## src/hdl/dtp_pkg.sv

```systemverilog
// shared types, codes and constants of the document topic posterior block
// no dependencies
`timescale 1ns / 1ps

package dtp_pkg;

    localparam int MAX_TOPICS_DEF    = 16;
    localparam int VOCAB_SIZE_DEF    = 4096;
    localparam int LOG_FRAC_BITS_DEF = 10;

    // item kinds
    localparam logic [1:0] KIND_WORD  = 2'd0;
    localparam logic [1:0] KIND_PRIOR = 2'd1;
    localparam logic [1:0] KIND_FEAT  = 2'd2;

    // quotient bits below the integer bit of the normalizing divide
    localparam int DIV_STEPS = 16;
    // taylor terms and squarings of the exponential
    localparam int EXP_TERMS     = 16;
    localparam int EXP_SQUARINGS = 4;

    typedef enum logic [3:0] {
        ST_IDLE,
        ST_FEAT_RD,
        ST_FEAT_MUL,
        ST_FEAT_WR,
        ST_MAX_RD,
        ST_MAX_CMP,
        ST_EXP_RD,
        ST_EXP_GO,
        ST_EXP_WAIT,
        ST_DIV_RD,
        ST_DIV_INIT,
        ST_DIV_STEP,
        ST_OUT
    } dtp_state_t;

    typedef enum logic [2:0] {
        EX_IDLE,
        EX_MUL,
        EX_RECIP,
        EX_CORR,
        EX_VSUB,
        EX_SQ,
        EX_SQR,
        EX_FIN
    } dtp_exp_state_t;

    typedef struct packed {
        logic load_word;
        logic load_prior;
        logic feat_take;
        logic rd;
        logic mul;
        logic use_prior;
        logic score_we;
        logic max_upd;
        logic max_first;
        logic sum_clr;
        logic exp_start;
        logic e_we;
        logic e_rd;
        logic div_init;
        logic div_step;
        logic out_load;
        logic last;
    } dtp_cmd_t;

    typedef struct packed {
        logic exp_done;
    } dtp_status_t;

    // floor(2^32 / k) for the taylor divisors, k of one is passed through
    function automatic logic [31:0] dtp_recip(input logic [4:0] k);
        logic [31:0] r;
        begin
            unique case (k)
                5'd2:    r = 32'd2147483648;
                5'd3:    r = 32'd1431655765;
                5'd4:    r = 32'd1073741824;
                5'd5:    r = 32'd858993459;
                5'd6:    r = 32'd715827882;
                5'd7:    r = 32'd613566756;
                5'd8:    r = 32'd536870912;
                5'd9:    r = 32'd477218588;
                5'd10:   r = 32'd429496729;
                5'd11:   r = 32'd390451572;
                5'd12:   r = 32'd357913941;
                5'd13:   r = 32'd330382099;
                5'd14:   r = 32'd306783378;
                5'd15:   r = 32'd286331153;
                5'd16:   r = 32'd268435456;
                default: r = 32'd0;
            endcase
            return r;
        end
    endfunction

endpackage

```

## src/hdl/dtp_ctrl.sv

```systemverilog
// controller state machine: item intake, topic sweeps and result handshake
// depends on dtp_pkg
`timescale 1ns / 1ps

module dtp_ctrl #(
    parameter int MAX_TOPICS = dtp_pkg::MAX_TOPICS_DEF,
    localparam int TW = (MAX_TOPICS > 1) ? $clog2(MAX_TOPICS) : 1,
    localparam int NW = $clog2(MAX_TOPICS + 1)
) (
    input  logic                 clk,
    input  logic                 rst_n,
    input  logic                 item_valid,
    input  logic [1:0]           kind,
    input  logic                 doc_end,
    input  logic                 cfg_wr_en,
    input  logic [4:0]           cfg_wr_data,
    input  logic                 result_stall,
    input  dtp_pkg::dtp_status_t status,
    output logic                 item_stall,
    output logic                 result_valid,
    output dtp_pkg::dtp_cmd_t    cmd,
    output logic [TW-1:0]        topic_sel
);

    dtp_pkg::dtp_state_t state_reg, state_next;
    logic [TW-1:0] z_reg, z_next;
    logic [3:0]    step_reg, step_next;
    logic          doc_open_reg, doc_open_next;
    logic          end_reg, end_next;
    logic [NW-1:0] active_reg, active_next;

    logic accept;
    logic z_last_all;
    logic z_last_act;

    assign accept     = item_valid && (state_reg == dtp_pkg::ST_IDLE);
    assign z_last_all = z_reg == TW'(MAX_TOPICS - 1);
    assign z_last_act = NW'(z_reg) == (active_reg - NW'(1));

    always_ff @(posedge clk or negedge rst_n)
    begin
        if (!rst_n)
        begin
            state_reg    <= dtp_pkg::ST_IDLE;
            z_reg        <= '0;
            step_reg     <= '0;
            doc_open_reg <= 1'b0;
            end_reg      <= 1'b0;
            active_reg   <= NW'(1);
        end
        else
        begin
            state_reg    <= state_next;
            z_reg        <= z_next;
            step_reg     <= step_next;
            doc_open_reg <= doc_open_next;
            end_reg      <= end_next;
            active_reg   <= active_next;
        end
    end

    // topic count register, clamped to the supported range
    always_comb
    begin
        active_next = active_reg;
        if (cfg_wr_en)
        begin
            priority if (cfg_wr_data == 5'd0)
            begin
                active_next = NW'(1);
            end
            else if (32'(cfg_wr_data) > 32'(MAX_TOPICS))
            begin
                active_next = NW'(MAX_TOPICS);
            end
            else
            begin
                active_next = NW'(cfg_wr_data);
            end
        end
    end

    // next state
    always_comb
    begin
        state_next    = state_reg;
        z_next        = z_reg;
        step_next     = step_reg;
        doc_open_next = doc_open_reg;
        end_next      = end_reg;
        unique case (state_reg)
            dtp_pkg::ST_IDLE:
            begin
                if (accept && kind == dtp_pkg::KIND_FEAT)
                begin
                    end_next   = doc_end;
                    z_next     = '0;
                    state_next = dtp_pkg::ST_FEAT_RD;
                end
            end
            dtp_pkg::ST_FEAT_RD:  state_next = dtp_pkg::ST_FEAT_MUL;
            dtp_pkg::ST_FEAT_MUL: state_next = dtp_pkg::ST_FEAT_WR;
            dtp_pkg::ST_FEAT_WR:
            begin
                if (z_last_all)
                begin
                    z_next        = '0;
                    doc_open_next = !end_reg;
                    state_next    = end_reg ? dtp_pkg::ST_MAX_RD : dtp_pkg::ST_IDLE;
                end
                else
                begin
                    z_next     = z_reg + TW'(1);
                    state_next = dtp_pkg::ST_FEAT_RD;
                end
            end
            dtp_pkg::ST_MAX_RD:   state_next = dtp_pkg::ST_MAX_CMP;
            dtp_pkg::ST_MAX_CMP:
            begin
                if (z_last_act)
                begin
                    z_next     = '0;
                    state_next = dtp_pkg::ST_EXP_RD;
                end
                else
                begin
                    z_next     = z_reg + TW'(1);
                    state_next = dtp_pkg::ST_MAX_RD;
                end
            end
            dtp_pkg::ST_EXP_RD:   state_next = dtp_pkg::ST_EXP_GO;
            dtp_pkg::ST_EXP_GO:   state_next = dtp_pkg::ST_EXP_WAIT;
            dtp_pkg::ST_EXP_WAIT:
            begin
                if (status.exp_done)
                begin
                    if (z_last_act)
                    begin
                        z_next     = '0;
                        state_next = dtp_pkg::ST_DIV_RD;
                    end
                    else
                    begin
                        z_next     = z_reg + TW'(1);
                        state_next = dtp_pkg::ST_EXP_RD;
                    end
                end
            end
            dtp_pkg::ST_DIV_RD:   state_next = dtp_pkg::ST_DIV_INIT;
            dtp_pkg::ST_DIV_INIT:
            begin
                step_next  = '0;
                state_next = dtp_pkg::ST_DIV_STEP;
            end
            dtp_pkg::ST_DIV_STEP:
            begin
                step_next = step_reg + 4'd1;
                if (step_reg == 4'(dtp_pkg::DIV_STEPS - 1))
                begin
                    state_next = dtp_pkg::ST_OUT;
                end
            end
            dtp_pkg::ST_OUT:
            begin
                if (!result_stall)
                begin
                    if (z_last_act)
                    begin
                        z_next     = '0;
                        state_next = dtp_pkg::ST_IDLE;
                    end
                    else
                    begin
                        z_next     = z_reg + TW'(1);
                        state_next = dtp_pkg::ST_DIV_RD;
                    end
                end
            end
            default: state_next = dtp_pkg::ST_IDLE;
        endcase
    end

    // commands to the datapath
    always_comb
    begin
        cmd          = '0;
        cmd.last     = z_last_act;
        item_stall   = state_reg != dtp_pkg::ST_IDLE;
        result_valid = 1'b0;
        unique case (state_reg)
            dtp_pkg::ST_IDLE:
            begin
                cmd.load_word  = accept && kind == dtp_pkg::KIND_WORD;
                cmd.load_prior = accept && kind == dtp_pkg::KIND_PRIOR;
                cmd.feat_take  = accept && kind == dtp_pkg::KIND_FEAT;
            end
            dtp_pkg::ST_FEAT_RD:  cmd.rd = 1'b1;
            dtp_pkg::ST_FEAT_MUL:
            begin
                cmd.mul       = 1'b1;
                cmd.use_prior = !doc_open_reg;
            end
            dtp_pkg::ST_FEAT_WR:  cmd.score_we = 1'b1;
            dtp_pkg::ST_MAX_RD:   cmd.rd = 1'b1;
            dtp_pkg::ST_MAX_CMP:
            begin
                cmd.max_upd   = 1'b1;
                cmd.max_first = z_reg == '0;
            end
            dtp_pkg::ST_EXP_RD:
            begin
                cmd.rd      = 1'b1;
                cmd.sum_clr = z_reg == '0;
            end
            dtp_pkg::ST_EXP_GO:   cmd.exp_start = 1'b1;
            dtp_pkg::ST_EXP_WAIT: cmd.e_we = status.exp_done;
            dtp_pkg::ST_DIV_RD:   cmd.e_rd = 1'b1;
            dtp_pkg::ST_DIV_INIT: cmd.div_init = 1'b1;
            dtp_pkg::ST_DIV_STEP:
            begin
                cmd.div_step = 1'b1;
                cmd.out_load = step_reg == 4'(dtp_pkg::DIV_STEPS - 1);
            end
            dtp_pkg::ST_OUT:      result_valid = 1'b1;
            default:              result_valid = 1'b0;
        endcase
    end

    assign topic_sel = z_reg;

endmodule

```

## config.mk

```make
export PLATFORM = sky130hd
export DESIGN_NAME = dtp_ctrl
export DESIGN_NICKNAME = d
export VERILOG_FILES = /design/src/hdl/dtp_pkg.sv /design/src/hdl/dtp_ctrl.sv
export SDC_FILE = /design/constraint.sdc
export NUM_CORES = 1
export LEC_CHECK = 0
export BUFFER_PORTS_ARGS = -buffer_cell sky130_fd_sc_hd__buf_2
export CORE_MARGIN = 2
export CORE_UTILIZATION = 40
export CTS_CLUSTER_SIZE = 28
export DETAILED_ROUTE_END_ITERATION = 10
export PLACE_DENSITY = 0.75
export SLEW_MARGIN = 20
export SYNTH_ARGS = -nofsm -noshare
export SYNTH_HDL_FRONTEND = slang
export SYNTH_SLANG_ARGS = --single-unit
```

## constraint.sdc

```tcl
create_clock -name clk -period 2.4 [get_ports clk]
set_clock_uncertainty 0.2 [all_clocks]
set_input_delay 0.48 -clock clk [delete_from_list [all_inputs] [get_ports clk]]
set_output_delay 0.48 -clock clk [all_outputs]
set_load 0.02 [all_outputs]
```

==> metrics.csv, run 1 <==
metric,value,unit
hold_viol_final,0,
worstMarginPinSlew,0.6243,ns
dieWidth,63.98,µm
dp_cells,264,
arrival,2.10,ns
rsz0062_at_grt,yes,
drt-initial-drc-count,76,
dpl_cell_area,1734,µm²
tritoncts,built,
path_class,reg2out,
largest_reg_flops,5,
finalMaxSlewViolations,0,
holdWs,0.1829,ns
hpwlAfterDp,2.788,mm
critPathLaunchType,register,
power_density,1159,nW/µm²
cts_made_buffers,3,
grt_pass1_vias,1376,
yosysUniqueCellTypes,52,
die_area,4093,µm²
outcome,"finished, violations left",
seq_area_frac_synth,33.13,%
drive_above_1_share,34.21,%
wire_per_inst,13.72,µm
cp_max_fo,3,
violations,negative setup slack,
n_antenna_cell,0,
power_leakage,0.0008930,µW
place_ws,-0.07837,ns
peakVddDrop,0.4203,mV
antenna_found_initial,0,
ant_nets,0,
die_y,63.98,µm
max_freq,360.4,MHz
cts-root-buf,clkbuf_4,
initial_core_util,42.45,%
boundaryPins,37,
fin_ws,-0.3750,ns
cts_buffer_depth,2,
required,1.72,ns
cts_max_level,1,
overflow,0,
cap_violations,0,
io_buffers,36,
hp-class,in2reg,
syn2layout_area_growth,31.48,%
synth_area,1439,µm²
vias_per_cell,5.307,
slew_headroom,57.99,%
timing.final.crit_share,115.6,%
drc,0,
grt_usage,19.68,%
clk_latency,0.31,ns
yosysWarningCount,0,
fin_cells,274,
finalSetupViolCount,8,
syn_nets,197,
core-area,3390,µm²
rows,21,
via_count,1454,
grt_max_degree,20,
path_clk_slew,0.11,ns
synthCells,179,
fin_crit,2.775,ns
crit_start,active_reg[0],
synth_ff_type,dfrtp_1,
firstDrtPassIters,4,
yosys_register_bits,19,
grt_pass1_wl,6.410,mm
endpoint_kind,primary output,
post-route-cell-area,1892,µm²
r2r-start,active_reg[0],
gp_congestion,0.8120,
nets,247,
avgSynthCellArea,8.038,µm²
routed_wl,3.760,mm
min_from,doc_end,
async_flop_share,100.0,%
clock_sinks,19,
synth_edf_count,0,
[routing by layer]
metal  up-vias  GRT usage [%]  routed length, µm
li1        735              -                  -
met1       683          27.78               1793
met2        31          29.82               1741
met3         5          2.465                160
met4         0          8.967                 63
met5         -              0                  0
[power breakdown]
part | internal, µW | switching, µW | leakage (µW)
sequential | 425 | 116 | 0.000239
clock | 65.1 | 108 | 0.0000150
combinational | 616 | 863 | 0.000639
[Yosys cell counts (all sizes together), types with 2 or more instances]
cell type,count,area share [%]
dfrtp,18,31
nand2,18,4.7
nor2,18,5.2
inv,12,3.1
o21ai,10,3.5
a21oi,9,3.1
nand3,9,3.1
buf,8,2.9
nor3,8,2.8
nand3b,6,3.1
nand2b,5,2.2
ha,4,3.5
a22o,3,1.8
mux2,3,2.3
o31ai,3,1.6
xnor2,3,1.8
xor2,3,1.8
a211o,2,1.2
a21o,2,1.0
a221o,2,1.4
a31oi,2,0.87
and2,2,0.87
and3,2,0.87
clkbuf,2,0.52
mux2i,2,1.4
nor2b,2,0.87
nor4,2,0.87
[critical path, cell delays in order (launching register included)]
cell and delay [ns]:
dfstp_2 0.55, inv_2 0.05, ha_4 0.15, xor2_1 0.16, or3_1 0.32, a311o_2 0.35, clkinv_2 0.07, buf_4 0.13
[final cells by class]
class / instances / area (µm²)
Timing Repair Buffer: 55 / 345.3
Multi-Input combinational cell: 137 / 933.4
Clock buffer: 4 / 26.28
Tap cell: 46 / 57.56
Inverter: 13 / 52.55
Fill cell: 303 / 1498
Sequential cell: 19 / 476.7
[metrics by stage]
stage	TNS [ns]	util, %	total power (µW)
2_1_floorplan	-0.07965	-	1487
3_3_place_gp	-0.07109	51.16	1864
3_5_place_dp	-0.2287	51.16	1889
4_1_cts	-1.057	54.12	2122
5_1_grt	-1.856	55.81	2395
6_report	-1.295	55.81	2193
[final timing paths]
kind                            cells after the start            end  slack, ns
worst max-delay path                                7         cmd[0]      -0.38
worst min-delay path                                2        end_reg       0.18
worst min register to register                      1   doc_open_reg       0.30
max in group asynchronous                           2  active_reg[0]       1.23
worst max register to register                     11   topic_sel[3]      -0.21
min in group asynchronous                           2  active_reg[2]       0.43
[logic make-up (layout without fill, tap and decap cells)]
kind of cell	after synthesis	in the layout	synth area share [%]
AND/OR/NAND/NOR	79	79	28.87
AO/OA/AOI/OAI	43	43	20.26
buffers and inverters	23	72	6.869
flip-flops	19	19	33.13
XOR/XNOR	6	6	3.653
multiplexers	5	5	3.739
adder cells (fa/ha/maj)	4	4	3.478
[repair_timing]
item | in CTS | in global routing
buffers inserted | 4 | 1
hold endpoints to repair | 18 | 0
pin swaps | 3 | 5
setup endpoints to repair | 7 | 18
hold buffers | 1 | 0
gates resized for setup | 8 | 14
[cells in the final DEF, fill, tap and decap left out, drive strengths merged, types with 3 or more instances in the layout]
cell / synthesis / layout
buf: 8 / 54
dfrtp: 18 / 18
nand2: 18 / 18
nor2: 18 / 18
inv: 12 / 12
o21ai: 10 / 10
nand3: 9 / 9
a21oi: 9 / 9
nor3: 8 / 8
nand3b: 6 / 6
nand2b: 5 / 5
ha: 4 / 4
clkbuf: 2 / 4
xor2: 3 / 3
xnor2: 3 / 3
o31ai: 3 / 3
a22o: 3 / 3
mux2: 3 / 3
(Power assumes the default switching activity.)
==> run 2, diff against run 1 <==
--- a/config.mk
+++ b/config.mk
@@ -8,4 +8,6 @@
 export BUFFER_PORTS_ARGS = -buffer_cell sky130_fd_sc_hd__buf_2
+export CAP_MARGIN = 20
 export CORE_MARGIN = 2
 export CORE_UTILIZATION = 40
+export CTS_BUF_LIST = sky130_fd_sc_hd__clkbuf_2 sky130_fd_sc_hd__clkbuf_4 sky130_fd_sc_hd__clkbuf_8
 export CTS_CLUSTER_SIZE = 28
==> constraint.sdc (replaced) <==
create_clock -name clk -period 2.4 [get_ports clk]
set_clock_uncertainty 0.2 [all_clocks]
set_input_delay 0.36 -clock clk [delete_from_list [all_inputs] [get_ports clk]]
set_output_delay 0.36 -clock clk [all_outputs]
set_load 0.02 [all_outputs]
==> metrics.csv, run 2 (synthesis gave the netlist of run 1 again) <==
metric,value,unit,change
tritoncts,built,,
overflow,0,,unchanged
hold_viol_final,0,,unchanged
seq_area,479.2,µm²,+0.53%
post-route-cell-area,1903,µm²,+0.60%
grt_max_degree,20,,unchanged
routed_wl,3.724,mm,-0.96%
ant_nets,0,,unchanged
n_antenna_cell,0,,unchanged
die_area,4093,µm²,unchanged
share_comb_of_total_power,66.7,%,-0.7 points
hold_path_depth,2,,unchanged
crit_slowest_cell,dfstp_2,,
cts_made_buffers,3,,unchanged
cts_buffer_depth,2,,unchanged
endpoint_kind,primary output,,
gp_congestion,0.8466,,+4.3%
path_clk_slew,0.12,ns,about the same
outcome,"finished, violations left",,
drc,0,,unchanged
via_count,1454,,unchanged
worstMarginPinSlew,0.4772,ns,-0.1471 ns
wire_per_inst,13.44,µm,-2.0%
hp-class,in2reg,,
multi_input_comb_area,907.1,µm²,-2.8%
slowest_delay,0.56,ns,about the same
cp_max_fo,3,,unchanged
required,1.84,ns,+0.12 ns
final_util,56.15,%,+0.33 points
initial_core_util,42.45,%,unchanged
crit_chain,inv_2 > ha_4 > buf_6 > nand3b_1 > a21o_1 > a311o_2 > clkinv_4 > buf_6,,
cts_max_level,1,,unchanged
path_class,reg2out,,
boundaryPins,37,,unchanged
p_seq_share,25.1,%,+0.4 points
antenna_found_initial,0,,unchanged
slew_headroom,67.75,%,+9.8 points
finalMaxSlewViolations,0,,unchanged
syn2layout_area_growth,32.26,%,
clock_sinks,19,,unchanged
finalSetupViolCount,9,,+1
firstDrtPassIters,4,,unchanged
drive_above_1_share,34.20,%,about the same
fin_ws,-0.2581,ns,+0.1169 ns
die_y,63.98,µm,unchanged
cap_violations,0,,unchanged
layout.cells.most_common,buf_2,,
rows,21,,unchanged
grt_pass1_wl,6.230,mm,-2.8%
dieWidth,63.98,µm,unchanged
num-fill-cells,318,,+5.0%
ff2ff_path_depth,11,,unchanged
fin_crit,2.658,ns,-0.1169 ns
power.share.clock,8.2,%,+0.3 points
vias_per_cell,5.249,,-1.1%
largest_reg_flops,5,,unchanged
grt_pass1_vias,1361,,-1.1%
cellInternalPower,1157,µW,+4.6%
final_cell_mix,"buf_2, nand2_1, nor2_1, buf_4, dfrtp_1",,
violations,negative setup slack,,
cpMostUsedCell,buf_6,,
arrival,2.10,ns,about the same
drt-initial-drc-count,93,,+22%
core-area,3390,µm²,unchanged
clk_latency,0.31,ns,about the same
sw_frac_of_total,48.14,%,-1.4 points
rsz0062_at_grt,yes,,
power_density,1172,nW/µm²,+1.1%
grt_usage,19.33,%,-0.35 points
dpl_cell_area,1732,µm²,-0.14%
max_freq,376.2,MHz,+4.4%
peakVddDrop,0.7804,mV,+86%
cts-root-buf,clkbuf_4,,
nets,250,,+1.2%
power_leakage,0.0009061,µW,+1.5%
io_buffers,36,,unchanged
timing.final.crit_share,110.8,%,-4.9 points
p_sw,1074,µW,-1.2%
hpwlAfterDp,2.757,mm,-1.1%
critPathLaunchType,register,,
[run 2: area by class of cell]
class	instances	share of cell area (%)
tap	46	3.024
timing repair buffer	58	19.72
inverter	13	2.827
multi-input combinational	137	47.67
sequential	19	25.18
clock buffer	4	1.578
[run 2: worst paths after layout]
path                               startpoint             to  slack (ns)
worst max-delay path            active_reg[0]         cmd[0]       -0.26
worst min-delay path                  doc_end        end_reg        0.07
worst max register to register  active_reg[0]   topic_sel[3]       -0.17
worst min register to register        end_reg   doc_open_reg        0.30
max in group asynchronous               rst_n   state_reg[2]        1.34
min in group asynchronous               rst_n  active_reg[4]        0.31
[run 2: per-layer routing]
metal | global-route usage (%) | vias up | part of all wire (%)
li1 | - | 746 | -
met1 | 26.00 | 670 | 46
met2 | 30.99 | 34 | 48
met3 | 4.754 | 4 | 4.7
met4 | 4.891 | 0 | 1.1
met5 | 0 | - | 0
[run 2: critical path, delay by kind of cell (launching register included)]
kind | cells | cell delay [ns]
flops | 1 | 0.56
fa+ha+maj | 1 | 0.15
buf+inv | 4 | 0.34
compound gates | 2 | 0.60
simple gates | 1 | 0.14
[run 2: through the flow]
stage	power [µW]	hold slack (ns)	setup TNS, ns	setup WS [ns]	std cells
global route	2417	0.06085	-1.517	-0.3277	277
global placement	1892	0.1378	-0.002807	-0.002807	264
floorplan	1486	-0.1356	-0.004705	-0.004705	179
finish	2231	0.07095	-1.069	-0.2581	277
detailed placement	1910	0.1391	-0.09067	-0.03372	264
CTS	2122	0.06739	-0.9073	-0.2933	272
[run 2: power groups by stage]
| stage | registers, µW | logic, µW | clock network (µW) |
|---|---|---|---|
| floorplan | 545 | 941 | 0 |
| global placement | 562 | 1330 | 0 |
| detailed placement | 567 | 1340 | 0 |
| CTS | 563 | 1370 | 187 |
| global route | 582 | 1630 | 208 |
| finish | 561 | 1490 | 182 |
[run 2: timing repair]
item | in CTS | in global routing
hold buffers | 1 | 0
setup buffers | 3 | 5
resized for setup | 8 | 12
pin swaps | 5 | 8
endpoints found under the hold margin | 18 | 0
endpoints found under the setup margin | 7 | 11
==> run 3, diff against run 2 <==
Settings changed: SLEW_MARGIN 20 to 25, TNS_END_PERCENT from default to 10.
==> metrics.csv, run 3 (synthesis gave the netlist of run 1 again) <==
metric,value,unit,change
vias_per_cell,5.229,,-0.39%
via_count,1417,,-2.5%
finalMaxSlewViolations,0,,unchanged
clk_latency,0.30,ns,about the same
max_freq,383.0,MHz,+1.8%
dp_cells,264,,unchanged
hold_viol_final,0,,unchanged
min_from,doc_end,,
critPathLaunchType,register,,
crit_slowest_cell,dfstp_2,,
timing.final.crit_share,108.8,%,-2.0 points
drc,0,,unchanged
rows,21,,unchanged
ant_nets,0,,unchanged
final_cell_mix,"buf_2, nand2_1, nor2_1",,
io_buffers,36,,unchanged
arrival,2.05,ns,-0.05 ns
fin_cells,271,,-2.2%
worstMarginPinSlew,0.4830,ns,+0.005824 ns
num-fill-cells,329,,+3.5%
slew_headroom,67.36,%,-0.39 points
power_density,1165,nW/µm²,-0.65%
grt_pass1_wl,6.175,mm,-0.88%
r2r-start,active_reg[0],,
cap_violations,0,,unchanged
wire_per_inst,13.12,µm,-2.4%
overflow,0,,unchanged
largest_reg_flops,5,,unchanged
fin_crit,2.611,ns,-0.04710 ns
cts_buffer_depth,2,,unchanged
hp-class,in2reg,,
nets,244,,-2.4%
endpoint_kind,primary output,,
path_clk_slew,0.11,ns,about the same
peakVddDrop,0.7510,mV,-3.8%
cts_made_buffers,3,,unchanged
layout.cells.most_common,buf_2,,
fin_ws,-0.2110,ns,+0.04710 ns
drive_above_1_share,31.56,%,-2.6 points
power_leakage,0.0008588,µW,-5.2%
p_total,2123,µW,-4.8%
core-area,3390,µm²,unchanged
path_class,reg2out,,
cp_max_fo,4,,+1
tritoncts,built,,
firstDrtPassIters,4,,unchanged
gp_congestion,0.8466,,unchanged
path_depth,7,,-1
crit_start,active_reg[0],,
initial_core_util,42.45,%,unchanged
finalSetupViolCount,5,,-4
drt-initial-drc-count,82,,-12%
holdWs,0.07477,ns,+0.003814 ns
boundaryPins,37,,unchanged
ff2ff_path_depth,8,,-3
rsz0062_at_grt,yes,,
cts-root-buf,clkbuf_4,,
slowest_delay,0.55,ns,about the same
grt_pass1_vias,1350,,-0.81%
n_antenna_cell,0,,unchanged
post-route-cell-area,1823,µm²,-4.2%
syn2layout_area_growth,26.70,%,
dieWidth,63.98,µm,unchanged
grt_usage,19.18,%,-0.15 points
violations,negative setup slack,,
antenna_found_initial,0,,unchanged
worstPathBufferInverterCount,3,,-1
outcome,"finished, violations left",,
crit_family,flip-flops,,
clock_sinks,19,,unchanged
hold_path_depth,2,,unchanged
dpl_cell_area,1732,µm²,unchanged
cts_max_level,1,,unchanged
hpwlAfterDp,2.757,mm,unchanged
place_ws,-0.03372,ns,unchanged
crit_chain,inv_2 > ha_4 > xor2_1 > or3_1 > a311o_2 > clkinv_4 > buf_6,,
die_area,4093,µm²,unchanged
routed_wl,3.556,mm,-4.5%
required,1.84,ns,about the same
grt_max_degree,20,,unchanged
multi_input_comb_area,890.9,µm²,-1.8%
die_y,63.98,µm,unchanged
seq_area,479.2,µm²,unchanged
==> run 3: cell count changes in the layout (fill, tap and decap cells not counted), sizes merged <==
cell / before / now
buf: 57 / 51
==> run 3: per-layer routing <==
metal	global-route usage, %	routed length, µm	up-vias
li1	-	-	734
met1	25.88	1647	645
met2	30.99	1683	34
met3	4.225	184	4
met4	4.891	41	0
met5	0	0	-
==> run 3: cell type report <==
class / instances / share of cell area (%)
timing repair buffer: 52 / 17.09
tap: 46 / 3.157
inverter: 13 / 2.951
sequential: 19 / 26.29
multi-input combinational: 137 / 48.87
clock buffer: 4 / 1.647
==> run 3: power by group <==
part / leakage (µW) / total, µW / switching [µW] / internal (µW)
sequential: 0.000236 / 568 / 140 / 428
combinational: 0.000604 / 1380 / 793 / 583
clock: 0.0000184 / 180 / 104 / 76.2
==> run 3: metrics by stage <==
stage / util [%] / TNS [ns]
2_1_floorplan: - / -0.004705
3_3_place_gp: 51.09 / -0.002807
3_5_place_dp: 51.09 / -0.09067
4_1_cts: 53.49 / -0.9925
5_1_grt: 53.78 / -0.9703
6_report: 53.78 / -0.4348
==> run 3: worst paths after layout <==
check	endpoint	slack, ns
max in group asynchronous	active_reg[0]	1.34
min	end_reg	0.07
max reg2reg	topic_sel[2]	-0.11
min in group asynchronous	topic_sel[2]	0.32
max	cmd[0]	-0.21
min reg2reg	doc_open_reg	0.30
==> run 3: repair_timing <==
action | 4_1_cts | 5_1_grt
hold buffers | 1 | 0
gates cloned | 0 | 0
buffers inserted | 2 | 0
endpoints found under the setup margin | 7 | 11
gates resized for setup | 7 | 5
pin swaps | 4 | 1
endpoints found under the hold margin | 18 | 0
